$ cat src/rtl/core/rc4_pkg.sv
// rc4_pkg: shared types and constants for the RC4 stream cipher block.
// Item structs, command and status codes, sequencer states, engine handshake.
// No dependencies.
package rc4_pkg;

    localparam int PERM_SIZE = 256;
    localparam int BYTE_W    = 8;
    localparam int ADDR_W    = $clog2(PERM_SIZE);
    localparam int KLEN_W    = 9;

    localparam logic [KLEN_W-1:0] KEY_LENGTH_RESET = 9'd64;
    localparam logic [KLEN_W-1:0] KEY_LENGTH_MAX   = 9'd256;

    localparam logic [1:0] CMD_KEY_WRITE = 2'd0;
    localparam logic [1:0] CMD_SCHEDULE  = 2'd1;
    localparam logic [1:0] CMD_CIPHER    = 2'd2;

    localparam logic STATUS_OK        = 1'b0;
    localparam logic STATUS_NOT_KEYED = 1'b1;

    typedef struct packed {
        logic [1:0]        command;
        logic [ADDR_W-1:0] key_index;
        logic [BYTE_W-1:0] value;
    } t_in;

    typedef struct packed {
        logic [BYTE_W-1:0] data_out;
        logic              status;
    } t_out;

    typedef struct packed {
        logic start;
        logic take;
        t_in  item;
    } t_eng_req;

    typedef struct packed {
        logic busy;
        logic res_valid;
        t_out res;
    } t_eng_rsp;

    typedef enum logic [3:0] {
        ST_IDLE,
        ST_FILL,
        ST_KS_RD,
        ST_KS_ACC,
        ST_KS_WR_N,
        ST_KS_WR_A,
        ST_CI_RD_I,
        ST_CI_J,
        ST_CI_WR_I,
        ST_CI_WR_J,
        ST_CI_RD_K,
        ST_CI_KEY,
        ST_RESULT
    } t_state;

endpackage

$ cat src/rtl/core/rc4_ram.sv
// rc4_ram: generic one-write, one-read RAM with registered read data.
// Standalone; no package dependency.
module rc4_ram #(
    parameter int WIDTH = 8,
    parameter int DEPTH = 256
) (
    input  logic                     i_clk,
    input  logic                     i_we,
    input  logic [$clog2(DEPTH)-1:0] i_waddr,
    input  logic [WIDTH-1:0]         i_wdata,
    input  logic [$clog2(DEPTH)-1:0] i_raddr,
    output logic [WIDTH-1:0]         o_rdata
);

    logic [WIDTH-1:0] r_mem [DEPTH];
    logic [WIDTH-1:0] r_rdata;

    always_ff @(posedge i_clk) begin
        if (i_we) begin
            r_mem[i_waddr] <= i_wdata;
        end
        r_rdata <= r_mem[i_raddr];
    end

    assign o_rdata = r_rdata;

endmodule

$ cat src/rtl/core/rc4_engine.sv
// rc4_engine: sequencer, index registers and shared byte adder for RC4.
// Holds the permutation and key store in two rc4_ram instances.
// Depends on rc4_pkg and rc4_ram.
module rc4_engine (
    input  logic                          i_clk,
    input  logic                          i_rst_n,
    input  rc4_pkg::t_eng_req             i_req,
    input  logic [rc4_pkg::KLEN_W-1:0]    i_key_length,
    output rc4_pkg::t_eng_rsp             o_rsp
);

    rc4_pkg::t_state r_state, n_state;

    logic [rc4_pkg::ADDR_W-1:0] r_n,    n_n;
    logic [rc4_pkg::ADDR_W-1:0] r_kidx, n_kidx;
    logic [rc4_pkg::BYTE_W-1:0] r_acc,  n_acc;
    logic [rc4_pkg::ADDR_W-1:0] r_i,    n_i;
    logic [rc4_pkg::ADDR_W-1:0] r_j,    n_j;
    logic                       r_keyed, n_keyed;
    logic [rc4_pkg::BYTE_W-1:0] r_si,   n_si;
    logic [rc4_pkg::BYTE_W-1:0] r_sj,   n_sj;
    logic [rc4_pkg::BYTE_W-1:0] r_data, n_data;
    rc4_pkg::t_out              r_res,  n_res;

    // shared byte adder
    logic [rc4_pkg::BYTE_W-1:0] add_a, add_b, add_c, add_sum;

    logic                       perm_we;
    logic [rc4_pkg::ADDR_W-1:0] perm_waddr, perm_raddr;
    logic [rc4_pkg::BYTE_W-1:0] perm_wdata, perm_rdata;

    logic                       key_we;
    logic [rc4_pkg::BYTE_W-1:0] key_rdata;

    logic [rc4_pkg::KLEN_W-1:0] eff_len;
    logic                       kidx_wrap;

    rc4_ram #(.WIDTH(rc4_pkg::BYTE_W), .DEPTH(rc4_pkg::PERM_SIZE)) u_perm (
        .i_clk  (i_clk),
        .i_we   (perm_we),
        .i_waddr(perm_waddr),
        .i_wdata(perm_wdata),
        .i_raddr(perm_raddr),
        .o_rdata(perm_rdata)
    );

    rc4_ram #(.WIDTH(rc4_pkg::BYTE_W), .DEPTH(rc4_pkg::PERM_SIZE)) u_key (
        .i_clk  (i_clk),
        .i_we   (key_we),
        .i_waddr(i_req.item.key_index),
        .i_wdata(i_req.item.value),
        .i_raddr(r_kidx),
        .o_rdata(key_rdata)
    );

    assign key_we = (r_state == rc4_pkg::ST_IDLE) && i_req.start
                    && (i_req.item.command == rc4_pkg::CMD_KEY_WRITE);

    // zero or anything above 256 means a full 256-byte key
    assign eff_len = ((i_key_length == '0) || (i_key_length > rc4_pkg::KEY_LENGTH_MAX))
                     ? rc4_pkg::KEY_LENGTH_MAX : i_key_length;
    assign kidx_wrap = (({1'b0, r_kidx} + 9'd1) == eff_len);

    assign add_sum = add_a + add_b + add_c;

    always_comb begin
        n_state = r_state;
        n_n     = r_n;
        n_kidx  = r_kidx;
        n_acc   = r_acc;
        n_i     = r_i;
        n_j     = r_j;
        n_keyed = r_keyed;
        n_si    = r_si;
        n_sj    = r_sj;
        n_data  = r_data;
        n_res   = r_res;

        add_a = r_acc;
        add_b = perm_rdata;
        add_c = '0;

        perm_we    = 1'b0;
        perm_waddr = r_n;
        perm_wdata = r_n;
        perm_raddr = r_n;

        case (r_state)
            rc4_pkg::ST_IDLE: begin
                if (i_req.start) begin
                    case (i_req.item.command)
                        rc4_pkg::CMD_SCHEDULE: begin
                            n_n     = '0;
                            n_state = rc4_pkg::ST_FILL;
                        end
                        rc4_pkg::CMD_CIPHER: begin
                            if (r_keyed) begin
                                n_i     = r_i + 8'd1;
                                n_data  = i_req.item.value;
                                n_state = rc4_pkg::ST_CI_RD_I;
                            end else begin
                                n_res.data_out = '0;
                                n_res.status   = rc4_pkg::STATUS_NOT_KEYED;
                                n_state        = rc4_pkg::ST_RESULT;
                            end
                        end
                        default: begin
                            // key writes go straight to the key store; code 3 is dropped
                        end
                    endcase
                end
            end
            rc4_pkg::ST_FILL: begin
                perm_we    = 1'b1;
                perm_waddr = r_n;
                perm_wdata = r_n;
                n_n        = r_n + 8'd1;
                if (r_n == 8'hFF) begin
                    n_acc   = '0;
                    n_kidx  = '0;
                    n_state = rc4_pkg::ST_KS_RD;
                end
            end
            rc4_pkg::ST_KS_RD: begin
                perm_raddr = r_n;
                n_state    = rc4_pkg::ST_KS_ACC;
            end
            rc4_pkg::ST_KS_ACC: begin
                add_a      = r_acc;
                add_b      = perm_rdata;
                add_c      = key_rdata;
                n_acc      = add_sum;
                n_si       = perm_rdata;
                perm_raddr = add_sum;
                n_state    = rc4_pkg::ST_KS_WR_N;
            end
            rc4_pkg::ST_KS_WR_N: begin
                perm_we    = 1'b1;
                perm_waddr = r_n;
                perm_wdata = perm_rdata;
                n_state    = rc4_pkg::ST_KS_WR_A;
            end
            rc4_pkg::ST_KS_WR_A: begin
                perm_we    = 1'b1;
                perm_waddr = r_acc;
                perm_wdata = r_si;
                n_n        = r_n + 8'd1;
                n_kidx     = kidx_wrap ? '0 : r_kidx + 8'd1;
                if (r_n == 8'hFF) begin
                    n_i     = '0;
                    n_j     = '0;
                    n_keyed = 1'b1;
                    n_state = rc4_pkg::ST_IDLE;
                end else begin
                    n_state = rc4_pkg::ST_KS_RD;
                end
            end
            rc4_pkg::ST_CI_RD_I: begin
                perm_raddr = r_i;
                n_state    = rc4_pkg::ST_CI_J;
            end
            rc4_pkg::ST_CI_J: begin
                add_a      = r_j;
                add_b      = perm_rdata;
                add_c      = '0;
                n_j        = add_sum;
                n_si       = perm_rdata;
                perm_raddr = add_sum;
                n_state    = rc4_pkg::ST_CI_WR_I;
            end
            rc4_pkg::ST_CI_WR_I: begin
                perm_we    = 1'b1;
                perm_waddr = r_i;
                perm_wdata = perm_rdata;
                n_sj       = perm_rdata;
                n_state    = rc4_pkg::ST_CI_WR_J;
            end
            rc4_pkg::ST_CI_WR_J: begin
                perm_we    = 1'b1;
                perm_waddr = r_j;
                perm_wdata = r_si;
                n_state    = rc4_pkg::ST_CI_RD_K;
            end
            rc4_pkg::ST_CI_RD_K: begin
                // both writes have landed, so S[i] + S[j] is si + sj
                add_a      = r_si;
                add_b      = r_sj;
                add_c      = '0;
                perm_raddr = add_sum;
                n_state    = rc4_pkg::ST_CI_KEY;
            end
            rc4_pkg::ST_CI_KEY: begin
                n_res.data_out = r_data ^ perm_rdata;
                n_res.status   = rc4_pkg::STATUS_OK;
                n_state        = rc4_pkg::ST_RESULT;
            end
            rc4_pkg::ST_RESULT: begin
                if (i_req.take) begin
                    n_state = rc4_pkg::ST_IDLE;
                end
            end
            default: begin
                n_state = rc4_pkg::ST_IDLE;
            end
        endcase
    end

    always_ff @(posedge i_clk) begin
        if (!i_rst_n) begin
            r_state <= rc4_pkg::ST_IDLE;
            r_i     <= '0;
            r_j     <= '0;
            r_keyed <= 1'b0;
        end else begin
            r_state <= n_state;
            r_i     <= n_i;
            r_j     <= n_j;
            r_keyed <= n_keyed;
        end
    end

    always_ff @(posedge i_clk) begin
        r_n    <= n_n;
        r_kidx <= n_kidx;
        r_acc  <= n_acc;
        r_si   <= n_si;
        r_sj   <= n_sj;
        r_data <= n_data;
        r_res  <= n_res;
    end

    assign o_rsp.busy      = (r_state != rc4_pkg::ST_IDLE);
    assign o_rsp.res_valid = (r_state == rc4_pkg::ST_RESULT);
    assign o_rsp.res       = r_res;

endmodule
$ cat config.mk
export PLATFORM = sky130hd
export DESIGN_NAME = rc4_engine
export DESIGN_NICKNAME = d
export VERILOG_FILES = /design/src/rtl/core/rc4_pkg.sv /design/src/rtl/core/rc4_ram.sv /design/src/rtl/core/rc4_engine.sv
export SDC_FILE = /design/constraint.sdc
export NUM_CORES = 2
export LEC_CHECK = 0
export ABC_AREA = 1
export BUFFER_PORTS_ARGS = -buffer_cell sky130_fd_sc_hd__buf_2
export CAP_MARGIN = 20
export CORE_MARGIN = 4
export CORE_UTILIZATION = 45
export CTS_BUF_LIST = sky130_fd_sc_hd__clkbuf_16
export CTS_CLUSTER_SIZE = 14
export DETAILED_ROUTE_END_ITERATION = 8
export PLACE_DENSITY = 0.67
export SETUP_SLACK_MARGIN = 0.05
export SLEW_MARGIN = 20
export SYNTH_ARGS = -nofsm -noshare
export SYNTH_HDL_FRONTEND = slang
export SYNTH_HIERARCHICAL = 1
export SYNTH_SLANG_ARGS = --single-unit
$ cat constraint.sdc
create_clock -name i_clk -period 13.87 [get_ports i_clk]
set_input_delay 0.6935 -clock i_clk [delete_from_list [all_inputs] [get_ports i_clk]]
set_output_delay 0.6935 -clock i_clk [all_outputs]
set_load 0.01 [all_outputs]
==> flow_summary_export.csv <==
group,metric,value,unit
die,die_w,626,um
power,power-per-cell-area,170,nW/um2
yosys,syn_area,172000,um2
cells_and_area,design_area,188000,um2
sta,fin_worst_skew,0.0551,ns
critical_path,worst_path_max_delay_cell,"buf_4",
clock_tree,cts-htree-levels,5,
global_route,grt_pass1_vias,106000,
yosys,synth_nets,14700,
critical_path,cp-startpoint,"r_state[1]",
hold_path,holdPathStages,1,
global_route,grt_pass1_wl,684000,um
yosys,synth_async_sr_flop_share,0,%
critical_path,rr_worst_depth,23,
placed_design,routabilityCongestion,0.849,
critical_path,crit_fanout,68,
global_route,grt_max_degree,246,
clock_tree,cts_setup_buffers,0,
placed_design,preCtsSetupSlack,6.92,ns
sta,hold_viol,0,
clock_tree,cts_resized,0,
die,core_area,379000,um2
clock_tree,cts_root_buf,"clkbuf_16",
yosys,ys_types,49,
cells_and_area,fillCellCount,32400,
power,peakVddDrop,188,uV
clock_tree,cts.sinks,4190,
die,pin_count,42,
sta,final.setup.tns,0,ns
sta,fin_crit_sh,51.4,%
yosys,yosys.area.top_type_share,72.6,%
critical_path,worstReg2RegStart,"r_state[1]",
cells_and_area,synthToLayoutAreaGrowth,9.54,%
drt,route.met2.wl,221000,um
global_route,grt.total_usage,22.9,%
drt,wl_per_cell,23.6,um
clock_tree,numCtsBuffers,420,
yosys,netlist_instances,14600,
sta,setup_viol,0,
critical_path,reg2reg_to,"u_perm/o_rdata[1]",
clock_tree,cts_hold_buf,0,
yosys,synth-edff-count,4153,
global_route,grt-ovfl-total,0,
die,die_area,391000,um2
hold_path,hold_path_class,"in2reg",
sta,max_clock_freq,0.140,GHz
yosys,synth_area_leaders,"edfxtp_1 (73%), nand3_1 (12%), nand2_1 (9.7%), buf_2 (1.6%), nor2_1 (1.4%)",
yosys,ys_ff_latch,4190,
run_status,violations,"design-rule violations",
yosys,yosys_warnings,6,
critical_path,endpoint_kind,"register",
run_status,status,"finished with violations",
critical_path,crit_path_cell_trace,"nand2_1 > inv_1 > nand2_2 > inv_1 > a221oi_1 > fa_1 > inv_1 > ha_1 > inv_1 > o21ai_4 > buf_4 > buf_4 > buf_4 > buf_4 > nand3_1 > nand3_1 > nand3_1 > nand3_1 > nand3_1 > nand3_1 > nand2_1 > nand2_1 > nand2_1",
placed_design,post_dp_cell_area,175000,um2
critical_path,max_stage_delay,0.78,ns
drt,via_per_inst,5.78,
critical_path,crit_path_end,"u_perm/o_rdata[1]",
sta,rsz0062_at_grt,"false",
drt,top_layer_used,"met5",
drt,drtAntennaViolNets,0,
power,leakage,0.0649,uW
sta,final_max_slew_viol_count,0,
drt,wirelength,464000,um
yosys,synth_most_common_cell,"nand2_1",
cells_and_area,drive_gt1_share,5.80,%
drt,met1_length,181000,um
yosys,syn_avg_cell_area,11.7,um2
sta,hold_ws,0.196,ns
clock_tree,insertion_delay,0.96,ns
run,cap_violations,0,
cells_and_area,final_nets,14300,
drt,routed-via-count,113000,
drt,drtIter0Drc,14900,
yosys,synth_top_area_cell,"edfxtp_1",
critical_path,cpMostUsedCell,"nand3_1",
placed_design,hpwlAfterDp,254000,um
clock_tree,cts.path.max_buffers,4,
sta,relSlewSlack,10.2,%
critical_path,ff2ff_setup_slack,6.74,ns
critical_path,critPathKind,"reg2reg",
drt,drc,10,
global_route,antenna_found_initial,14,
yosys,ys.flop_type,"edfxtp_1",
sta,setup_slack,6.74,ns
yosys,synthTopCellsByCount,"nand2_1 (4,416), edfxtp_1 (4,153), nand3_1 (4,074)",
sta,tightest_slew,1.35,ns
clock_tree,cts_tree,"built",
drt,wl_met3,42200,um
placed_design,io_buffers,41,
critical_path,cp.required,14.71,ns
sta,fin_crit,7.13,ns
die,die_h,626,um
critical_path,start_kind,"register",
die,initial_core_util,45.2,%
drt,drtPass1Iterations,9,
yosys,ys_seq_area_share,73.1,%
die,rows,226,
critical_path,crit_arrival,7.97,ns
clock_tree,clk_pin_slew,0.06,ns
## worst min path at each step
stage | startpoint | to | slack (ns)
2_1_floorplan | r_j[5] | r_j[5] | 0.45
3_3_place_gp | r_j[1] | r_j[1] | 0.48
3_5_place_dp | r_j[1] | r_j[1] | 0.48
4_1_cts | i_req[18] | r_state[3] | 0.15
5_1_grt | i_req[18] | r_state[2] | 0.17
6_report | i_req[4] | u_key/r_mem[3][4] | 0.20
## power by group
part	internal, uW	total (uW)	switching, uW
Clock	6060	10800	4750
Sequential	14900	15100	125
Combinational	1300	6080	4780
## metal layers
metal / global-route usage (%) / vias to the layer above
li1: - / 51100
met1: 31.4 / 55600
met2: 36.7 / 5818
met3: 3.44 / 983
met4: 9.12 / 16
met5: 0 / -
## logic make-up after synthesis
| family | after synthesis | synth area share [%] |
|---|---|---|
| simple gates | 9176 | 23.1 |
| flops | 4190 | 73.1 |
| buf+inv | 1130 | 3.23 |
| compound gates | 71 | 0.250 |
| xor+xnor | 22 | 0.112 |
| fa+ha+maj | 18 | 0.166 |
| mux | 6 | 0.0350 |
## cell usage in the layout, fill, tap and decap left out, types with 28 or more instances in the layout
cell | netlist | final
clkinv_1 | 2 | 111
dfxtp_1 | 37 | 37
buf_4 | 92 | 153
clkinv_2 | 0 | 76
inv_1 | 141 | 232
bufinv_16 | 0 | 28
nand2_1 | 4416 | 4400
clkbuf_16 | 0 | 425
nor2_1 | 636 | 636
buf_2 | 538 | 33
edfxtp_1 | 4153 | 4153
nand3_1 | 4074 | 4066
## area by class of cell
class	count	area [um2]	area share, %
Sequential cell	4190	125000	66.7
Multi-Input combinational cell	9293	40900	21.8
Clock buffer	425	10600	5.66
Tap cell	5016	6280	3.34
Clock inverter	344	2420	1.29
Timing Repair Buffer	207	1690	0.900
Inverter	156	656	0.349
Antenna cell	8	20.0	0.0106
## per-stage QoR
step	power [uW]	std cells	util [%]
5_1_grt	33000	19600	49.6
2_1_floorplan	19300	14600	-
4_1_cts	32000	19600	49.5
6_report	31900	19600	49.6
3_5_place_dp	21300	18900	46.1
3_3_place_gp	21300	18900	46.1
## worst max-delay path, delay by kind of cell (launching register included)
| kind | cells | cell delay, ns |
|---|---|---|
| buf+inv | 8 | 3.50 |
| simple gates | 11 | 1.58 |
| fa+ha+maj | 2 | 0.87 |
| flops | 1 | 0.47 |
| compound gates | 2 | 0.38 |
No activity file was read; power rests on OpenSTA's default activity.
